===== src/rtl/smoothed_spectral_coherence_unit_assert.svh =====
// assertion macros for the smoothed spectral coherence unit
// expects clk and rst_n in the scope of the including module
`ifndef SMOOTHED_SPECTRAL_COHERENCE_UNIT_ASSERT_SVH
`define SMOOTHED_SPECTRAL_COHERENCE_UNIT_ASSERT_SVH

// condition must hold at every edge out of reset
`define SSCU_ASSERT_NOW(label, cond, msg) \
    label: assert property (@(posedge clk) disable iff (!rst_n) (cond)) else $error(msg);

// consequent must hold in the same cycle as the antecedent
`define SSCU_ASSERT_IMPLY(label, ante, cons, msg) \
    label: assert property (@(posedge clk) disable iff (!rst_n) (ante) |-> (cons)) else $error(msg);

`endif


===== src/rtl/sscu_pkg.sv =====
// shared types and constants of the smoothed spectral coherence unit
// no dependencies
package sscu_pkg;

    localparam int BIN_W    = 11;
    localparam int WEIGHT_W = 16;
    localparam int COH_W    = 16;
    localparam int Q_BITS   = 15;
    localparam int QDEPTH   = 32;

    localparam logic [COH_W-1:0] ONE_Q15 = 16'd32768;

    localparam logic CFG_NEW_WEIGHT = 1'b0;
    localparam logic CFG_OLD_WEIGHT = 1'b1;

    typedef enum logic [1:0] {
        KIND_NORMAL,
        KIND_ZERO_BIN,
        KIND_IGNORE
    } kind_t;

    typedef struct packed {
        logic [BIN_W-1:0] bin;
        kind_t            kind;
        logic [COH_W-1:0] raw;
        logic             zero_power;
        logic             last;
    } item_t;

    typedef struct packed {
        logic pop;
        logic clearing;
    } back_stat_t;

endpackage


===== src/rtl/sscu_queue.sv =====
// short queue between the front and back ends
// depends on sscu_pkg
module sscu_queue (
    input  logic            clk,
    input  logic            rst_n,
    input  logic            push,
    input  sscu_pkg::item_t push_item,
    input  logic            pop,
    output logic            not_empty,
    output sscu_pkg::item_t head
);

    localparam int AW = $clog2(sscu_pkg::QDEPTH);

    sscu_pkg::item_t mem_reg [sscu_pkg::QDEPTH];
    logic [AW-1:0]   wp_reg, rp_reg;
    logic [AW:0]     cnt_reg, cnt_next;

    assign not_empty = cnt_reg != '0;
    assign head      = mem_reg[rp_reg];

    always_comb
    begin
        case ({push, pop})
            2'b10:   cnt_next = cnt_reg + (AW+1)'(1);
            2'b01:   cnt_next = cnt_reg - (AW+1)'(1);
            default: cnt_next = cnt_reg;
        endcase
    end

    always_ff @(posedge clk or negedge rst_n)
    begin
        if (!rst_n)
        begin
            wp_reg  <= '0;
            rp_reg  <= '0;
            cnt_reg <= '0;
        end
        else
        begin
            cnt_reg <= cnt_next;
            if (push)
                wp_reg <= wp_reg + AW'(1);
            if (pop)
                rp_reg <= rp_reg + AW'(1);
        end
    end

    always_ff @(posedge clk)
    begin
        if (push)
            mem_reg[wp_reg] <= push_item;
    end

endmodule


===== config.mk =====
export PLATFORM = sky130hd
export DESIGN_NAME = sscu_queue
export DESIGN_NICKNAME = d
export VERILOG_FILES = /design/src/rtl/smoothed_spectral_coherence_unit_assert.svh /design/src/rtl/sscu_pkg.sv /design/src/rtl/sscu_queue.sv
export SDC_FILE = /design/constraint.sdc
export NUM_CORES = 1
export LEC_CHECK = 0
export BUFFER_PORTS_ARGS = -buffer_cell sky130_fd_sc_hd__buf_2
export CORE_MARGIN = 5
export CORE_UTILIZATION = 55
export DETAILED_ROUTE_END_ITERATION = 7
export PLACE_DENSITY = 0.67
export SLEW_MARGIN = 10
export SYNTH_ARGS = -nofsm -noshare
export SYNTH_HDL_FRONTEND = slang
export SYNTH_SLANG_ARGS = --single-unit
export TNS_END_PERCENT = 1

===== constraint.sdc =====
create_clock -name clk -period 3.1 [get_ports clk]
set_input_delay 0.93 -clock clk [delete_from_list [all_inputs] [get_ports clk]]
set_output_delay 0.93 -clock clk [all_outputs]
set_load 0.03 [all_outputs]

==> implementation parameters, run 1 <==
Parameter                              Value

Detailed routing
  Post-route antenna net violation count ... 0
  Via count normalized by instance count ... 6.52
  Wire length reported by the detailed router ... 99.8 mm
  Number of detailed-route iterations in the first pass ... 5
  Count of vias placed by the detailed router ... 20300
  Iteration-0 DRC Markers ... 2027
  Routed wire length per instance ... 32.1 um
  DRC violations left ... 0

Layout
  Final Net Count ... 2135
  Flip-flop count of the largest register, all copies and words added ... 992
  Most common library cell in the layout ignoring fill and taps ... edfxtp_1
  Core occupancy in the finished layout ... 66.0%
  Layout fillers ... 4489
  Number of standard cells in the layout, taps in and fillers out ... 3112
  Fraction of layout instances using a drive strength above 1 ... 32.5%
  Area grow syn2layout ... 19.1%
  Leading cell types in the layout, fill and taps excluded ... edfxtp_1, mux2i_1, mux4_2

Global route
  Initial antenna violation count ... 7
  Largest net degree at the start of global routing ... 33
  Remaining global-route overflow ... 0
  Number of global-route vias before repair ... 20400
  Global-route wire length before repair ... 142 mm
  Total global routing track utilization ... 26.5%

Yosys
  Area fraction of the dominant cell type after synthesis ... 76.9%
  Cell area after synthesis ... 38700 um^2
  Sequential element share of the synthesized area ... 78.0%
  Count of warnings emitted by yosys ... 0
  Mean instance size in the synthesized netlist ... 21.2 um^2
  Number of enable-type register cells in the synthesized netlist ... 992
  Async set or reset register ratio after synthesis ... 1.59%
  Number of distinct library cells after synthesis ... 48
  Post-Synthesis Net Count ... 1872
  Cells after synthesis ... 1829
  Total of flip-flops plus latches after synthesis ... 1008
  Area leader, netlist ... edfxtp_1
  Most used flip-flop cell after synthesis ... edfxtp_1
  Largest cells by area after synthesis ... edfxtp_1, mux4_2, mux2i_1

Worst setup path
  Buffers and inverters on the worst path ... 5
  Type of origin of the critical path ... flop
  Logic depth of the worst path, buffers included ... 9
  Critical path capture point ... head[11]
  Critical path cell sequence ... buf_6 > nand3b_1 > buf_6 > buf_12 > o22ai_1 > a211oi_2 > buf_4 > a22oi_2 > buf_6
  Cell type with the highest occurrence count on the critical path ... buf_6
  Maximum cell stage delay along the critical path ... 510 ps
  Reg2Reg Depth ... 3
  Slowest stage cell, crit path ... dfrtp_4
  Category of the worst setup path capture point ... primary output
  Start of the worst register-to-register path ... wp_reg[3]$_DFFE_PN0P_
  Launch point of the worst path ... rp_reg[1]$_DFFE_PN0P_
  CP top delay family ... buffers and inverters
  CP arrival ... 2770 ps
  Required time at the worst-slack endpoint ... 2170 ps
  Worst Setup Path Type ... reg -> out
  R2R Path End ... mem_reg[16][6]$_DFFE_PP_
  Reg2reg setup slack ... 920 ps
  Largest driver fanout on the critical path ... 15

Die
  Die boundary height ... 275 um
  Die Wd ... 275 um
  Initial cell density of the core ... 55.4%
  Floorplan Core Area ... 69900 um^2
  Number of top-level pins ... 67
  Row Count ... 97
  Die Area ... 75800 um^2

Pwr
  Worst supply voltage drop on vdd ... 0.000605 V
  Lkg Pwr ... 0.0152 uW
  Power per cell area ... 949 nW/um^2
  Overall Power ... 43800 uW

Placement
  Weighted congestion reported at the end of routability-driven placement ... 0.781
  Cell Count Post-Placement ... 2908
  Buffers added on ports ... 66
  HPWL after detailed placement ... 56.9 mm

Clocking
  Buffers from clock root to sink, at most ... 3
  Root buffer selected by CTS ... clkbuf_16
  Clock tree from TritonCTS ... built
  Latest clock arrival within the worst-skew pair ... 640 ps
  Max H-tree Level ... 3
  Clk pin slew, worst setup/hold paths ... 60 ps
  Number of hold buffers added after CTS ... 0
  Clock sink count ... 1008
  Number of buffers created by CTS ... 97

Timing
  Tightest slew margin relative to the limit ... 59.6%
  Total count of hold-check failures in the final report ... 0
  Count of final max-slew check failures ... 0
  Final clock skew ... 17.7 ps
  Fin crit period ... 3700 ps
  Min setup slack post-route ... -595 ps
  Fmax achieved ... 271 MHz
  Final Cycle Share ... 119%
  Setup TNS ... -15620 ps
  Setup repair after global routing missed its margin ... yes
  Slew at the pin with the worst max-slew slack ... 606 ps
  Final count of negative-setup-slack endpoints ... 31

Status
  Violations in the final reports ... setup timing
  Run status ... finished, violations left

Hold path
  Hold crit path type ... in -> async

Job
  Number of violations of the max-capacitance limit ... 0
==> worst min-delay path by stage <==
stage / startpoint / end
3_5_place_dp: cnt_reg[4]$_DFFE_PN0P_ / cnt_reg[4]$_DFFE_PN0P_
3_3_place_gp: cnt_reg[4]$_DFFE_PN0P_ / cnt_reg[4]$_DFFE_PN0P_
6_report: rst_n / wp_reg[2]$_DFFE_PN0P_
5_1_grt: rst_n / wp_reg[0]$_DFFE_PN0P_
2_1_floorplan: cnt_reg[4]$_DFFE_PN0P_ / cnt_reg[4]$_DFFE_PN0P_
4_1_cts: rst_n / wp_reg[1]$_DFFE_PN0P_
==> Yosys cell counts, drive strengths merged (3+ instances only) <==
library cell,instances
o21ai,35
clkbuf,47
mux4,154
a211oi,31
a22oi,61
a221oi,31
a21oi,34
xnor2,6
nand2,9
inv,5
ha,8
xor2,8
nand3,4
edfxtp,992
nor2,35
mux2i,188
nor2b,4
dfrtp,16
nand3b,6
o221ai,31
o22ai,31
nand4,3
buf,66
==> repair_timing <==
item | 4_1_cts | 5_1_grt
resized for setup | 141 | 42
pin swaps | 36 | 15
cloned | 7 | 0
buffers inserted | 15 | 3
setup endpoints to repair | 32 | 32
==> kinds of logic after synthesis <==
logic type / share of synthesized area (%)
AOI/OAI and AO/OA: 4.87
muxes: 13.9
and+or+nand+nor: 0.927
adders and majority gates: 0.259
DFF: 78.0
buffers and inverters: 1.79
xor gates and xnor gates: 0.317
==> final cells by class <==
| cell class | instances | area, um^2 | area share [%] |
|---|---|---|---|
| sequential | 1008 | 30200 | 65.5 |
| multi-input combinational | 703 | 8580 | 18.6 |
| timing repair buffer | 277 | 3020 | 6.54 |
| clock buffer | 128 | 2670 | 5.78 |
| tap | 940 | 1180 | 2.55 |
| clock inverter | 48 | 454 | 0.985 |
| inverter | 5 | 18.8 | 0.0407 |
| antenna | 3 | 7.51 | 0.0163 |
==> where the power goes <==
part | switching, uW | internal (uW) | total (uW)
clock | 4830 | 6770 | 11600
combinational | 8720 | 7100 | 15800
sequential | 455 | 15900 | 16300
total | 14000 | 29700 | 43800
==> routing by layer <==
metal	vias to the layer above	GRT usage [%]	wire (um)
met5	-	0	30
met4	4	8.81	3360
met3	195	4.74	8800
met2	1062	42.4	48300
met1	10800	37.6	39400
li1	8267	-	-
==> stage by stage <==
stage	hold WS, ps	area (um^2)	setup slack [ps]
2_1_floorplan	477	38700	-147
3_3_place_gp	505	41900	-51.0
3_5_place_dp	526	41900	-45.1
4_1_cts	224	45900	-586
5_1_grt	250	46100	-637
6_report	238	46100	-595
No activity file was read; power rests on OpenSTA's default activity.
==> run 2, diff against run 1 <==
--- a/config.mk
+++ b/config.mk
@@ -14,4 +14,4 @@
 export SYNTH_ARGS = -nofsm -noshare
 export SYNTH_HDL_FRONTEND = slang
 export SYNTH_SLANG_ARGS = --single-unit
-export TNS_END_PERCENT = 1
+export TNS_END_PERCENT = 50
==> run 2 against run 1 <==
  * The flow still finishes with violations (setup timing)
  * Clock power is essentially flat
  * Count of clock-buffer cells in the layout is the same
  * Utilization grew 0.83 points
  * First-iteration DRC count grew 5.4%
  * Critical path depth shrank 1
  * Non-clock buffer count grew 25
  * Sequential share of layout area shrank 0.81 points
  * Die area is the same
  * Critical path type unchanged
  * Hold slack gained 11 ps
==> implementation parameters, run 2 (synthesized netlist as in run 1, its figures left out) <==
Parameter                              Value

Timing
  Total count of hold-check failures in the final report ... 0 (unchanged)
  Count of final max-slew check failures ... 0 (unchanged)
  Setup repair after global routing missed its margin ... yes (unchanged)
  Min setup slack post-route ... -550 ps (was -595 ps)
  Final clock skew ... 23.1 ps (was 17.7 ps)
  Tightest slew margin relative to the limit ... 59.2% (was 59.6%)
  Fmax achieved ... 274 MHz (was 271 MHz)
  Final Cycle Share ... 118% (was 119%)
  Final count of negative-setup-slack endpoints ... 31 (unchanged)
  Fin crit period ... 3650 ps (was 3700 ps)
  Slew at the pin with the worst max-slew slack ... 612 ps (was 606 ps)

Global route
  Remaining global-route overflow ... 0 (unchanged)
  Largest net degree at the start of global routing ... 33 (unchanged)
  Global-route wire length before repair ... 143 mm (was 142 mm)
  Total global routing track utilization ... 26.6% (was 26.5%)
  Number of global-route vias before repair ... 20500 (was 20400)
  Initial antenna violation count ... 7 (unchanged)

Detailed routing
  Iteration-0 DRC Markers ... 2136 (was 2027)
  Number of detailed-route iterations in the first pass ... 5 (unchanged)
  Count of vias placed by the detailed router ... 20500 (was 20300)
  Routed wire length per instance ... 32.2 um (was 32.1 um)
  Post-route antenna net violation count ... 0 (unchanged)
  Via count normalized by instance count ... 6.52 (about the same)
  Wire length reported by the detailed router ... 101 mm (was 99.8 mm)
  DRC violations left ... 0 (unchanged)

Layout
  Fraction of layout instances using a drive strength above 1 ... 35.1% (was 32.5%)
  Most common library cell in the layout ignoring fill and taps ... edfxtp_1 (unchanged)
  Final Net Count ... 2160 (was 2135)
  Flip-flop count of the largest register, all copies and words added ... 992 (unchanged)
  Leading cell types in the layout, fill and taps excluded ... edfxtp_1, mux2i_1, mux4_2 (unchanged)
  Number of standard cells in the layout, taps in and fillers out ... 3136 (was 3112)
  Area grow syn2layout ... 20.6% (was 19.1%)

Worst setup path
  Worst Setup Path Type ... reg -> out (unchanged)
  Reg2reg setup slack ... 940 ps (was 920 ps)
  R2R Path End ... mem_reg[16][6]$_DFFE_PP_ (unchanged)
  Largest driver fanout on the critical path ... 25 (was 15)
  Reg2Reg Depth ... 3 (unchanged)
  Slowest stage cell, crit path ... dfrtp_4 (unchanged)
  Maximum cell stage delay along the critical path ... 520 ps (was 510 ps)
  Type of origin of the critical path ... flop (unchanged)
  Critical path cell sequence ... buf_8 > nand3b_1 > buf_4 > buf_12 > o22ai_1 > a211oi_2 > a22oi_2 > buf_6 (was buf_6 > nand3b_1 > buf_6 > buf_12 > o22ai_1 > a211oi_2 > buf_4 > a22oi_2 > buf_6)
  Start of the worst register-to-register path ... wp_reg[3]$_DFFE_PN0P_ (unchanged)
  Required time at the worst-slack endpoint ... 2170 ps (about the same)
  CP arrival ... 2720 ps (was 2770 ps)
  Category of the worst setup path capture point ... primary output (unchanged)

Clocking
  Clock sink count ... 1008 (unchanged)
  Clk pin slew, worst setup/hold paths ... 60 ps (about the same)
  Root buffer selected by CTS ... clkbuf_16 (unchanged)
  Max H-tree Level ... 3 (unchanged)
  Clock tree from TritonCTS ... built (unchanged)
  Buffers from clock root to sink, at most ... 3 (unchanged)
  Latest clock arrival within the worst-skew pair ... 660 ps (was 640 ps)
  Number of buffers created by CTS ... 97 (unchanged)

Status
  Violations in the final reports ... setup timing (unchanged)
  Run status ... finished, violations left (unchanged)

Die
  Die boundary height ... 275 um (unchanged)
  Die Area ... 75800 um^2 (unchanged)
  Floorplan Core Area ... 69900 um^2 (unchanged)
  Die Wd ... 275 um (unchanged)
  Number of top-level pins ... 67 (unchanged)
  Initial cell density of the core ... 55.4% (unchanged)
  Row Count ... 97 (unchanged)

Placement
  Buffers added on ports ... 66 (unchanged)
  Cell Count Post-Placement ... 2908 (unchanged)
  Weighted congestion reported at the end of routability-driven placement ... 0.781 (unchanged)
  HPWL after detailed placement ... 56.9 mm (unchanged)

Pwr
  Lkg Pwr ... 0.0154 uW (was 0.0152 uW)
  Overall Power ... 44700 uW (was 43800 uW)
  Worst supply voltage drop on vdd ... 0.000657 V (was 0.000605 V)
  Power per cell area ... 956 nW/um^2 (was 949 nW/um^2)

Job
  Number of violations of the max-capacitance limit ... 0 (unchanged)

Hold path
  Hold crit path type ... in -> async (unchanged)
[run 2: changes by cell type in the layout (fill, tap and decap cells not counted), moves of 5 or more]
cell      delta
a22oi_2      +9
mux2i_2      +7
a22oi_1      -9
mux2i_1      -9
buf_6       +16
o22ai_1      -6
buf_8        +5
o221ai_1     -5
[run 2: metal layers]
layer | share of wire [%] | GRT usage [%]
met5 | 0.045 | 0
met4 | 3.4 | 9.11
met3 | 9.2 | 4.77
met2 | 48 | 42.5
met1 | 39 | 37.9
[run 2: critical path, delay by kind of cell, from the launching register on]
kind / cells / cell delay [ps]
buffers and inverters: 4 / 690
AOI/OAI and AO/OA: 3 / 650
DFF: 1 / 520
and+or+nand+nor: 1 / 200
[run 2: how the worst max path moves through the flow]
| stage | to | cells past startpoint | from |
|---|---|---|---|
| after global routing | head[11] | 7 | rp_reg[0]$_DFFE_PN0P_ |
| after global placement | head[0] | 7 | rp_reg[1]$_DFFE_PN0P_ |
| final | head[16] | 8 | rp_reg[1]$_DFFE_PN0P_ |
| after detailed placement | head[28] | 6 | rp_reg[1]$_DFFE_PN0P_ |
| after CTS | head[22] | 6 | rp_reg[0]$_DFFE_PN0P_ |
| after floorplan | mem_reg[31][0]$_DFFE_PP_ | 4 | push |
[run 2: through the flow]
stage	hold slack (ps)	worst slack, ps	area (um^2)	util [%]	setup TNS, ps
2_1_floorplan	477	-147	38700	-	-80420
3_3_place_gp	505	-51.0	41900	59.9	-62.9
3_5_place_dp	526	-45.1	41900	59.9	-138
4_1_cts	224	-576	46200	66.2	-15890
5_1_grt	252	-622	46700	66.8	-16650
6_report	250	-550	46700	66.8	-14530
[run 2: area by class of cell]
cell class,count,area (um^2)
fillers,4427,23200
repair buffers,302,3360
well taps,940,1180
clock inverters,48,454
diodes,2,5.00
inverters,5,18.8
clock buffers,128,2670
multi-input cells,703,8820
flip-flops and latches,1008,30200
[run 2: timing repair]
action | 4_1_cts | 5_1_grt
hold endpoints to repair | 0 | 0
setup endpoints to repair | 32 | 32
pin swaps | 43 | 33
gates cloned | 8 | 2
hold buffers | 0 | 0
resized for setup | 193 | 84
setup buffers | 28 | 18
[run 2: power breakdown]
group          leakage, uW  switching (uW)  internal [uW]
Clock              0.00152            4830           6770
Sequential         0.00912             468          15900
Combinational      0.00472            9060           7660
